<file path="src/design/wsm_pkg.sv">
// shared types and constants for the weighted five-point stencil block
// no dependencies; every other file of the block refers to it by scoped names
`default_nettype none

package wsm_pkg;

    localparam int CFG_W     = 11;    // width of each configuration register
    localparam int VAL_W     = 16;    // Q8.8 pixel value
    localparam int WGT_W     = 16;    // Q4.12 weight
    localparam int DIAG_W    = 19;    // sum of five weights
    localparam int PROD_W    = 40;    // Q.20 result
    localparam int MIN_DIM   = 2;     // smallest usable line length and line count
    localparam int CFG_LEN_RESET = 1024;
    localparam int CFG_CNT_RESET = 1024;

    // result queue sizing; credits cover the arithmetic pipeline plus slack
    localparam int FIFO_DEPTH = 8;
    localparam int FIFO_AW    = 3;
    localparam int CREDIT_W   = 4;

    // command codes carried in tuser
    localparam logic CMD_PIXEL = 1'b0;
    localparam logic CMD_FLUSH = 1'b1;

    // configuration register indexes
    localparam logic REG_LINE_LENGTH = 1'b0;
    localparam logic REG_LINE_COUNT  = 1'b1;

    // one stored pixel, value in the lowest bits
    typedef struct packed {
        logic [WGT_W-1:0] sy;
        logic [WGT_W-1:0] sx;
        logic [WGT_W-1:0] w;
        logic [VAL_W-1:0] v;
    } pixel_t;

    // per-transaction control handed from the sequencer to the line store
    typedef struct packed {
        logic produce;
        logic prev_ok;
        logic next_ok;
        logic up_ok;
        logic frame_end;
    } req_t;

    // multiplier operands, already masked at frame edges
    typedef struct packed {
        logic [DIAG_W-1:0]       diag;
        logic signed [VAL_W-1:0] cv;
        logic [WGT_W-1:0]        wp;
        logic signed [VAL_W-1:0] pv;
        logic [WGT_W-1:0]        wn;
        logic signed [VAL_W-1:0] nv;
        logic [WGT_W-1:0]        wu;
        logic signed [VAL_W-1:0] uv;
        logic [WGT_W-1:0]        wd;
        logic signed [VAL_W-1:0] dv;
        logic                    frame_end;
    } op_t;

    typedef struct packed {
        logic signed [PROD_W-1:0] product;
        logic                     frame_end;
    } res_t;

endpackage

`default_nettype wire

</file>
<file path="src/design/wsm_out_fifo.sv">
// small result queue between the arithmetic pipeline and the output port
// never overflows: the sequencer reserves a slot per result; uses wsm_pkg
`default_nettype none

module wsm_out_fifo (
    input  wire logic     aclk,
    input  wire logic     aresetn,
    input  wire logic     push,
    input  wsm_pkg::res_t push_data,
    input  wire logic     pop_ready,
    output logic          out_valid,
    output wsm_pkg::res_t out_data
);

    wsm_pkg::res_t q_mem [wsm_pkg::FIFO_DEPTH];

    logic [wsm_pkg::FIFO_AW-1:0]  wr_ptr_reg;
    logic [wsm_pkg::FIFO_AW-1:0]  rd_ptr_reg;
    logic [wsm_pkg::CREDIT_W-1:0] count_reg;
    logic [wsm_pkg::CREDIT_W-1:0] count_next;
    logic pop;

    assign out_valid = (count_reg != '0);
    assign out_data  = q_mem[rd_ptr_reg];
    assign pop       = out_valid && pop_ready;

    always_comb begin
        count_next = count_reg;
        if (push && !pop) begin
            count_next = count_reg + wsm_pkg::CREDIT_W'(1);
        end else if (pop && !push) begin
            count_next = count_reg - wsm_pkg::CREDIT_W'(1);
        end
    end

    always_ff @(posedge aclk) begin
        if (push) begin
            q_mem[wr_ptr_reg] <= push_data;
        end
    end

    always_ff @(posedge aclk) begin
        if (!aresetn) begin
            wr_ptr_reg <= '0;
            rd_ptr_reg <= '0;
            count_reg  <= '0;
        end else begin
            if (push) begin
                wr_ptr_reg <= wr_ptr_reg + wsm_pkg::FIFO_AW'(1);
            end
            if (pop) begin
                rd_ptr_reg <= rd_ptr_reg + wsm_pkg::FIFO_AW'(1);
            end
            count_reg <= count_next;
        end
    end

endmodule

`default_nettype wire

</file>
<file path="config.mk">
export PLATFORM = sky130hd
export DESIGN_NAME = wsm_out_fifo
export DESIGN_NICKNAME = d
export VERILOG_FILES = /design/src/design/wsm_pkg.sv /design/src/design/wsm_out_fifo.sv
export SDC_FILE = /design/constraint.sdc
export NUM_CORES = 1
export LEC_CHECK = 0
export ABC_CLOCK_PERIOD_IN_PS = 3700
export BUFFER_PORTS_ARGS = -buffer_cell sky130_fd_sc_hd__buf_2
export CAP_MARGIN = 5
export CORE_AREA = 2 2 166 168
export DETAILED_ROUTE_END_ITERATION = 10
export DIE_AREA = 0 0 168 170
export GPL_TIMING_DRIVEN = 0
export HOLD_SLACK_MARGIN = 0.02
export PLACE_DENSITY_LB_ADDON = 0.15
export SLEW_MARGIN = 20
export SYNTH_ARGS = -nofsm -noshare
export SYNTH_HDL_FRONTEND = slang
export SYNTH_SLANG_ARGS = --single-unit
</file>
<file path="constraint.sdc">
create_clock -name aclk -period 3.7 [get_ports aclk]
set_input_delay 0.185 -clock aclk [delete_from_list [all_inputs] [get_ports aclk]]
set_output_delay 0.185 -clock aclk [all_outputs]
set_load 0.01 [all_outputs]
</file>
# After elaboration in Yosys (flattened, before gate mapping)

Memories as Yosys holds them, arrays and structs flattened. A register that Yosys moved wholly into a read port is not among the register bits.
Index checks and enable logic that the tools add are counted.
W data, S select, Z words.

Add/subtract/negate cells: 4
Mux-type cells: 6
Reduce and logical (&&, ||, !) cells: 7

Operators with widths:

| operator              | count |
|---|---|
| $mux W4               | 2 |
| $add A3 B1 Y3 const B | 2 |
| $mux W3               | 2 |
| $add A4 B1 Y4 const B | 1 |
| $reduce_bool A4 Y1    | 1 |
| $sub A4 B1 Y4 const B | 1 |
| $logic_and A1 B1 Y1   | 3 |
| $logic_not A1 Y1      | 2 |
| $mux W1               | 2 |
| $reduce_bool A2 Y1    | 1 |

Bits in registers: 10
Memory bits (writable): 328
Output and inout bits: 42
Logic and storage cells: 21
Memories kept: 1

Memories:

| memory | depth | bits a word | rd ports | clocked after Yosys merged registers in | wr ports | line               | RTL |
|---|---|---|---|---|---|---|---|
| q_mem  | 8     | 41          | 1        | 1                                       | 1        | wsm_out_fifo.sv:15 | `wsm_pkg::res_t q_mem [wsm_pkg::FIFO_DEPTH];` |

# Depth between registers and ports, before layout

Gate-level depths: netlist (run 1).

Depth after elaboration: 5
Gate-level depth with buffers: 9
Gate-level depth less buffers: 9

# Worst setup path before layout (run 1)

OpenSTA, ideal clock, no wires.

Path type: reg-to-reg
From: reg wr_ptr_reg[2] (netlist bit)
To: mem q_mem[0][0] (netlist bit) (enable)
Arrival: 3.305 ns
Required time: 3.210 ns
Setup slack: -0.095 ns
Stages on the path, launching flop included: 3
Path buffers: 0
Period minus slack after synthesis: 3.795 ns
Cell sequence: dfxtp_1 > nand2b_1 > nor3_1

RTL lines:

| item                   | line               | RTL |
|---|---|---|
| start, declared        | wsm_out_fifo.sv:17 | `logic [wsm_pkg::FIFO_AW-1:0] wr_ptr_reg;` |
| start signal, assigned | wsm_out_fifo.sv:49 | `wr_ptr_reg <= wr_ptr_reg + wsm_pkg::FIFO_AW'(1);` |
| end, declared          | wsm_out_fifo.sv:15 |  |

No word-level cell before the write port.

==> results.sh, run 1 <==
export IMPL_post_cts_resized=0
export IMPL_rsz0062_at_grt="no"
export IMPL_cts_sinks=341
export IMPL_portBuffers=86
export IMPL_cts_reportedPaths_clkPinSlew_ns=0.06
export IMPL_dp_hpwl_um=15400
export IMPL_numCtsBuffers=35
export IMPL_critPathKind="reg2out"
export IMPL_switching_power_mw=2.40
export IMPL_maxCapViolCount=0
export IMPL_avgSynthCellArea_um2=24.4
export IMPL_die_width_um=168
export IMPL_netlist_area_leader_share_pct=74.3
export IMPL_die_height_um=170
export IMPL_first_pass_iters=5
export IMPL_outcome="finished clean"
export IMPL_hold_path_class="in2reg"
export IMPL_final_hold_violation_count=0
export IMPL_synthAdderAreaFrac_pct=0.623
export IMPL_finalCriticalPeriod_ns=2.74
export IMPL_power_mw=9.86
export IMPL_route_vias_total=6124
export IMPL_fin_crit_sh_pct=74.0
export IMPL_yosysMostFrequentCell="edfxtp_1"
export IMPL_wire_per_inst_um=23.3
export IMPL_ys_seq_area_share_pct=76.3
export IMPL_ir_worst_vdd_mv=0.394
export IMPL_synth_cells=543
export IMPL_start_util_pct=49.7
export IMPL_synth_cell_types=28
export IMPL_final_cells=1094
export IMPL_yosys_area_share_simple_pct=1.28
export IMPL_crit_fanout=10
export IMPL_fin_setup_tns_ns=0
export IMPL_worst_ep_required_time_ns=3.51
export IMPL_fin_skew_ns=0.0238
export IMPL_pwr_share_clk_pct=34.8
export IMPL_num_rows=60
export IMPL_routabilityCongestion=0.676
export IMPL_drive_gt1_share_pct=28.9
export IMPL_synth_compound_area_share_pct=0.236
export IMPL_cellPowerDensity_mw_per_mm2=611
export IMPL_power_leakage_nw=5.42
export IMPL_area_growth_synth_to_final_pct=21.9
export IMPL_synth_edff_count=328
export IMPL_grt_overflow=0
export IMPL_internal_power_mw=7.47
export IMPL_synth_async_reset_ratio_pct=0
export IMPL_fin_nets=779
export IMPL_drt_wl_total_um=25500
export IMPL_cts_root_buffer="clkbuf_16"
export IMPL_synth_xor_area_share_pct=0.397
export IMPL_grt_pass1_vias=6440
export IMPL_grt_max_degree=20
export IMPL_critPathArrivalTime_ns=2.55
export IMPL_cp_end_kind="primary output"
export IMPL_grt_pass1_wl_um=38100
export IMPL_cts_htree_levels=2
export IMPL_yosysWarnings=0
export IMPL_cts_tree="done"
export IMPL_ys_flop_type="edfxtp_1"
export IMPL_netlist_area_mm2=0.0133
export IMPL_core_area_mm2=0.0267
export IMPL_synth_fp_nets=594
export IMPL_ys_top_cells_by_area="edfxtp_1 74%, mux4_1 16%, mux2_2 3.5%"
export IMPL_ys_top_cells_by_count="328 x edfxtp_1, 80 x mux4_1, 41 x mux2_2"
export IMPL_maxSlewHeadroom_pct=43.7
export IMPL_max_freq_mhz=365
export IMPL_final_max_slew_viol_count=0
export IMPL_switching_share_pct=24.3
export IMPL_detail_route_iter0_violations=420
export IMPL_track_usage_pct=18.1
export IMPL_drc=0
export IMPL_ant_nets=0
export IMPL_place_inst=990
export IMPL_clockBufferDepth=3
export IMPL_io_pins=87
export IMPL_synth_top_family_by_area="multiplexers"
export IMPL_placed_area_mm2=0.0146
export IMPL_setup_violations=0
export IMPL_vias_per_cell=5.60
export IMPL_muxShareOfSynthArea_pct=19.9
export IMPL_synth_area_leader_cell="edfxtp_1"
export IMPL_dieArea_mm2=0.0286
export IMPL_tightest_slew_ns=0.842
export IMPL_ys_ff_latch=341
export IMPL_power_frac_seq_pct=44.8
export IMPL_clkLatencyLatePin_ns=0.52
export IMPL_stdcell_area_mm2=0.0161
export IMPL_p_comb_share_pct=20.4
export IMPL_worstSetupStartpointType="flop"
export IMPL_antenna_found_initial=1
export IMPL_largest_reg_flops=328
==> through the flow <==
step	hold WS, ns	util [%]	setup slack (ns)
after floorplan	0.284	-	0.982
after global placement	0.437	53.0	-1.03
after detailed placement	0.451	54.8	1.16
after CTS	0.0293	60.6	0.918
after global routing	0.0671	60.6	0.858
final	0.0490	60.6	0.962
==> layout make-up <==
cell class	count	area (um2)
repair buffers	148	1270
plain buffers	25	163
flip-flops and latches	341	10100
inverters	1	3.75
fillers	1860	10500
multi-input cells	176	3040
clock buffers	41	940
well taps	341	427
clock inverters	20	193
diodes	1	2.50
==> cell families after synthesis <==
family,Yosys count
multiplexers,126
AO/OA/AOI/OAI,5
AND/OR/NAND/NOR,33
buffers and inverters,26
XOR/XNOR,6
flip-flops,341
adder cells (fa/ha/maj),6
==> critical path, cell delays in order (launching register included) <==
cell	delay (ns)
dfxtp_1	0.32
clkbuf_2	0.25
buf_1	0.61
mux4_1	0.40
mux2_2	0.31
buf_2	0.15
==> repair_timing <==
action                                  in CTS  in global routing
buffers inserted                             0                  0
endpoints found under the setup margin       0                  0
hold buffers                                42                  0
hold endpoints to repair                   329                  0
==> metal layers <==
metal,vias to the layer above,share of wire (%),global-route usage (%)
li1,2745,-,-
met3,29,4.8,3.47
met2,154,51,31.5
met5,-,0,0
met1,3196,43,24.0
met4,0,1.4,4.20
==> final timing paths <==
path,startpoint,slack [ns],depth (start not counted),to
max,flop,0.96,5,out_data[2]
min,push,0.05,3,wr_ptr_reg[1]
max reg2reg,count_reg[1],1.11,9,count_reg[3]
min reg2reg,count_reg[3],0.50,2,count_reg[3]
==> placed cells by master, fill, tap and decap left out, types with 2 or more instances in the layout <==
master         Yosys  final
edfxtp_1         328    328
buf_2              0     86
mux4_1            80     80
dlygate4sd3_1      0     42
mux2_2            41     41
clkbuf_16          0     36
dfxtp_1           13     13
buf_6              9     10
clkbuf_1           7     10
clkinv_1           0      9
buf_1              8      8
buf_16             0      8
nand2_1            7      7
and2_1             7      7
buf_8              0      7
nor2_4             0      6
xnor2_1            5      5
ha_1               5      5
nand2b_1           4      4
buf_12             0      4
mux2i_1            3      3
nand3_1            3      3
clkinv_2           0      3
bufinv_16          0      3
mux4_2             2      2
nor3_4             0      2
nor2b_1            2      2
clkinv_4           0      2
clkbuf_8           0      2
==> power groups by stage <==
stage / Clock (mW) / Sequential, mW / Combinational [mW]
finish: 3.44 / 4.42 / 2.01
global route: 3.65 / 4.43 / 2.15
CTS: 3.51 / 4.42 / 2.05
detailed placement: 0 / 4.50 / 2.00
global placement: 0 / 4.50 / 1.92
floorplan: 0 / 4.49 / 1.36
(Power assumes the default switching activity.)
==> run 2, diff against run 1 <==
ABC_CLOCK_PERIOD_IN_PS = 2280   (was 3700)
clock period = 2.28 ns   (was 3.7 ns; I/O delays follow)
==> run 2 against run 1 <==
Compared with the run above: the flow now finishes with violations (setup timing); final cell count is 1.7% higher; wire length is 8.0% higher; global-route usage is 0.51 points higher; via count is 1.6% higher; first-iteration DRC count is 21% higher; total power is 79% higher; combinational power is 140% higher; non-clock buffer count is 19 higher; register-to-register slack worse by 1.1 ns; final area is 3.5% higher; worst setup slack worse by 1.0 ns; critical path type unchanged; largest power group unchanged.
==> results.sh, run 2 (synthesized netlist as in run 1, its figures left out) <==
export IMPL_antenna_found_initial=1
export IMPL_critPathArrivalTime_ns=2.22
export IMPL_fin_setup_tns_ns=-0.773
export IMPL_numCtsBuffers=35
export IMPL_dp_hpwl_um=15400
export IMPL_cts_root_buffer="clkbuf_16"
export IMPL_crit_slowest_cell="mux4_2"
export IMPL_crit_fanout=8
export IMPL_fin_skew_ns=0.0222
export IMPL_io_pins=87
export IMPL_die_height_um=170
export IMPL_final_hold_violation_count=0
export IMPL_finalCriticalPeriod_ns=2.33
export IMPL_cp_cell_sequence="buf_16 > clkbuf_16 > mux4_2 > mux2_2 > buf_2"
export IMPL_fin_crit_sh_pct=102
export IMPL_grt_pass1_wl_um=39300
export IMPL_cpPeakStageDelay_ns=0.48
export IMPL_ir_worst_vdd_mv=0.548
export IMPL_worst_path_buf_inv=3
export IMPL_grt_pass1_vias=6547
export IMPL_placed_area_mm2=0.0146
export IMPL_routabilityCongestion=0.676
export IMPL_wire_per_inst_um=24.8
export IMPL_grt_overflow=0
export IMPL_tightest_slew_ns=0.821
export IMPL_hold_path_class="in2reg"
export IMPL_pre_cts_slack_ns=-0.258
export IMPL_drc=0
export IMPL_route_vias_total=6220
export IMPL_critPathKind="reg2out"
export IMPL_ant_nets=0
export IMPL_whs_ns=0.402
export IMPL_drt_wl_total_um=27600
export IMPL_track_usage_pct=18.6
export IMPL_area_growth_synth_to_final_pct=26.2
export IMPL_power_leakage_nw=5.58
export IMPL_final_max_slew_viol_count=0
export IMPL_crit_family="multiplexers"
export IMPL_cp_end_kind="primary output"
export IMPL_final_cells=1113
export IMPL_vias_per_cell=5.59
export IMPL_clockBufferDepth=3
export IMPL_fin_nets=798
export IMPL_max_freq_mhz=429
export IMPL_cts_sinks=341
export IMPL_fillers=1835
export IMPL_grt_max_degree=20
export IMPL_largest_reg_flops=328
export IMPL_clkLatencyLatePin_ns=0.52
export IMPL_num_rows=60
export IMPL_layout_common_cells="328 x edfxtp_1, 80 x mux4_2, 48 x buf_2, 45 x clkbuf_16, 44 x dlygate4sd3_1"
export IMPL_drive_gt1_share_pct=43.1
export IMPL_mostFrequentLayoutCell="edfxtp_1"
export IMPL_setup_violations=34
export IMPL_dieArea_mm2=0.0286
export IMPL_place_inst=990
export IMPL_maxCapViolCount=0
export IMPL_stdcell_area_mm2=0.0167
export IMPL_detail_route_iter0_violations=507
export IMPL_first_pass_iters=5
export IMPL_die_width_um=168
export IMPL_cts_tree="done"
export IMPL_violations="setup timing"
export IMPL_worst_ep_required_time_ns=2.17
export IMPL_rsz0062_at_grt="yes"
export IMPL_cts_reportedPaths_clkPinSlew_ns=0.06
export IMPL_core_area_mm2=0.0267
export IMPL_portBuffers=86
export IMPL_worstSetupStartpointType="flop"
export IMPL_cellPowerDensity_mw_per_mm2=1060
export IMPL_fin_ws_ns=-0.0513
export IMPL_cts_htree_levels=2
export IMPL_start_util_pct=49.7
export IMPL_outcome="complete, but fails checks"
export IMPL_maxSlewHeadroom_pct=45.1
-- run 2: worst register-to-register path, stage by stage (launching register included) --
cell and delay, ns:
dfxtp_4 0.34, or4_4 0.56, nand2_4 0.10, ha_4 0.15, inv_4 0.05, ha_4 0.25, a21oi_4 0.16, a211oi_1 0.09
a31oi_1 0.23, mux2i_1 0.24
-- run 2: area by class of cell --
cell class,count,area (um2),share of cell area (%)
clock buffer,41,940,5.62
sequential,341,10100,60.5
buffer,25,284,1.70
clock inverter,20,193,1.15
antenna,1,2.50,0.0150
tap,341,427,2.55
inverter,1,6.26,0.0374
multi-input combinational,176,2910,17.4
timing repair buffer,167,1830,11.0
-- run 2: final timing paths --
kind / start / end / slack [ns] / cells past startpoint
min: push_data[34] / q_mem[4][34] / 0.40 / 2
max reg2reg: count_reg[2] / count_reg[3] / 0.02 / 9
max: flop / out_data[4] / -0.05 / 5
min reg2reg: count_reg[3] / count_reg[3] / 0.53 / 2
-- run 2: where the power goes --
group          leakage (nW)  internal, mW  switching [mW]  total [mW]
sequential             3.09          7.09           0.120        7.21
clock                 0.556          3.30            2.28        5.58
combinational          1.93          2.95            1.92        4.87
total                  5.58          13.3            4.32        17.7
-- run 2: timing repair --
action,4_1_cts,5_1_grt
hold buffers,44,0
setup endpoints to repair,43,43
gates cloned,1,9
pin swaps,1,4
buffers inserted,2,5
endpoints found under the hold margin,333,0
resized for setup,94,114
-- run 2: routing by layer --
metal / track usage, % / part of all wire, %
met5: 0 / 0
met4: 4.12 / 1.3
met3: 3.26 / 4.6
met2: 32.1 / 51
met1: 25.2 / 43
-- run 2: through the flow --
stage	util [%]	power, mW
after global routing	62.7	18.3
final	62.7	17.7
after floorplan	-	9.49
after global placement	53.0	10.4
after CTS	61.0	16.7
after detailed placement	54.8	10.6
==> run 3, diff against run 2 <==
GPL_TIMING_DRIVEN = default   (was 0)
MAX_ROUTING_LAYER = met4   (was default)
==> run 3 against run 2 <==
Compared with the run above: the run still ends with setup timing left; die area is the same; non-clock buffer count shrank 20; register-to-register slack better by 0.08 ns; first-iteration DRC count rose by 26%; combinational power down 10%; final cell count shrank 1.8%; hold slack worse by 0.34 ns; clock skew shrank 0.015 ns; critical path depth is the same; sequential power about the same; clock power shrank 6.8%; critical path type unchanged; highest routed layer unchanged.
==> results.sh, run 3 (synthesized netlist as in run 1, its figures left out) <==
export IMPL_core_area_mm2=0.0267
export IMPL_fin_skew_ns=0.00722
export IMPL_fin_nets=778
export IMPL_clkLatencyLatePin_ns=0.50
export IMPL_dieArea_mm2=0.0286
export IMPL_reg2reg_slack_ns=0.10
export IMPL_fin_crit_sh_pct=101
export IMPL_switching_power_mw=4.09
export IMPL_largest_reg_flops=328
export IMPL_route_vias_total=6201
export IMPL_cts_reportedPaths_clkPinSlew_ns=0.06
export IMPL_pre_cts_slack_ns=-0.0816
export IMPL_power_mw=16.8
export IMPL_violations="setup timing"
export IMPL_numCtsBuffers=35
export IMPL_first_pass_iters=5
export IMPL_dp_hpwl_um=13600
export IMPL_setup_violations=5
export IMPL_final_hold_violation_count=0
export IMPL_die_height_um=170
export IMPL_rsz0062_at_grt="yes"
export IMPL_grt_pass1_vias=6402
export IMPL_p_comb_share_pct=26.0
export IMPL_cp_end_kind="primary output"
export IMPL_pwr_share_clk_pct=31.0
export IMPL_stdcell_area_mm2=0.0161
export IMPL_grt_overflow=0
export IMPL_postLayoutCoreUtil_pct=60.5
export IMPL_antenna_found_initial=0
export IMPL_fin_ws_ns=-0.0164
export IMPL_start_util_pct=49.7
export IMPL_place_inst=971
export IMPL_routabilityCongestion=0.694
export IMPL_worst_ep_required_time_ns=2.17
export IMPL_clockBufferDepth=3
export IMPL_placed_area_mm2=0.0143
export IMPL_critPathArrivalTime_ns=2.18
export IMPL_tightest_slew_ns=0.488
export IMPL_final_cells=1093
export IMPL_drive_gt1_share_pct=39.9
export IMPL_maxCapViolCount=0
export IMPL_final_max_slew_viol_count=0
export IMPL_outcome="complete, but fails checks"
export IMPL_grt_max_degree=47
export IMPL_power_frac_seq_pct=42.9
export IMPL_finalCriticalPeriod_ns=2.30
export IMPL_fillers=1879
export IMPL_area_growth_synth_to_final_pct=21.6
export IMPL_switching_share_pct=24.4
export IMPL_fin_setup_tns_ns=-0.0321
export IMPL_n_antenna_cell=0
export IMPL_mostFrequentLayoutCell="edfxtp_1"
export IMPL_io_pins=87
export IMPL_whs_ns=0.0605
export IMPL_cts_root_buffer="clkbuf_16"
export IMPL_drc=0
export IMPL_cts_htree_levels=2
export IMPL_worstSetupStartpointType="flop"
export IMPL_detail_route_iter0_violations=639
export IMPL_crit_fanout=5
export IMPL_cts_tree="done"
export IMPL_track_usage_pct=18.8
export IMPL_hold_path_class="in2reg"
export IMPL_drt_wl_total_um=26900
export IMPL_critPathKind="reg2out"
export IMPL_cellPowerDensity_mw_per_mm2=1040
export IMPL_vias_per_cell=5.67
export IMPL_internal_power_mw=12.7
export IMPL_num_rows=60
export IMPL_wire_per_inst_um=24.6
export IMPL_maxSlewHeadroom_pct=67.5
export IMPL_cts_sinks=341
export IMPL_ir_worst_vdd_mv=0.738
export IMPL_grt_pass1_wl_um=38600
export IMPL_ant_nets=0
export IMPL_layout_common_cells="328 x edfxtp_1, 67 x mux4_2, 64 x buf_2, 44 x dlygate4sd3_1, 43 x clkbuf_16"
export IMPL_power_leakage_nw=5.33
export IMPL_max_freq_mhz=435
export IMPL_portBuffers=86
export IMPL_die_width_um=168
-- run 3: changes by cell type in the layout (fill, tap and decap cells not counted), sizes merged --
| cell | delta |
|---|---|
| buf | -10 |
| clkinv | -6 |
| bufinv | -3 |
| clkinvlp | +2 |
| inv | -2 |
| diode | -1 |
-- run 3: per-layer routing --
| metal | GRT usage [%] | up-vias | wire length, um |
|---|---|---|---|
| li1 | - | 2676 | - |
| met1 | 24.5 | 3270 | 11700 |
| met2 | 30.9 | 215 | 13300 |
| met3 | 3.91 | 40 | 1490 |
| met4 | 4.46 | 0 | 453 |
| met5 | - | - | 0 |
-- run 3: critical path, cell delays in order, from the launching register on --
cell,delay (ns)
dfxtp_4,0.42
buf_8,0.15
clkbuf_16,0.16
mux4_1,0.55
mux2_2,0.27
buf_2,0.14
-- run 3: power by group through the flow --
stage	registers (mW)	clock network (mW)	logic, mW
after floorplan	7.28	0	2.21
after global placement	7.30	0	3.04
after detailed placement	7.31	0	3.12
after CTS	7.19	5.32	3.41
after global routing	7.22	5.59	4.66
final	7.20	5.20	4.37
-- run 3: worst paths after layout --
check	start	end	cells after the start
max	flop	out_data[36]	5
min	push	wr_ptr_reg[1]	3
max reg2reg	count_reg[2]	count_reg[3]	9
min reg2reg	count_reg[3]	count_reg[3]	2
-- run 3: area by class of cell --
| class | count | area [um2] | share of cell area, % |
|---|---|---|---|
| sequential | 341 | 10100 | 62.8 |
| multi-input combinational | 176 | 2910 | 18.0 |
| timing repair buffer | 172 | 1610 | 10.0 |
| clock buffer | 51 | 988 | 6.13 |
| tap | 341 | 427 | 2.65 |
| clock inverter | 11 | 60.1 | 0.373 |
| inverter | 1 | 3.75 | 0.0233 |
-- run 3: what timing repair did --
item	CTS	global route
buffers inserted	2	3
gates resized for setup	11	123
gates cloned	2	9
endpoints found under the setup margin	27	40
endpoints found under the hold margin	341	0
hold buffers	44	0
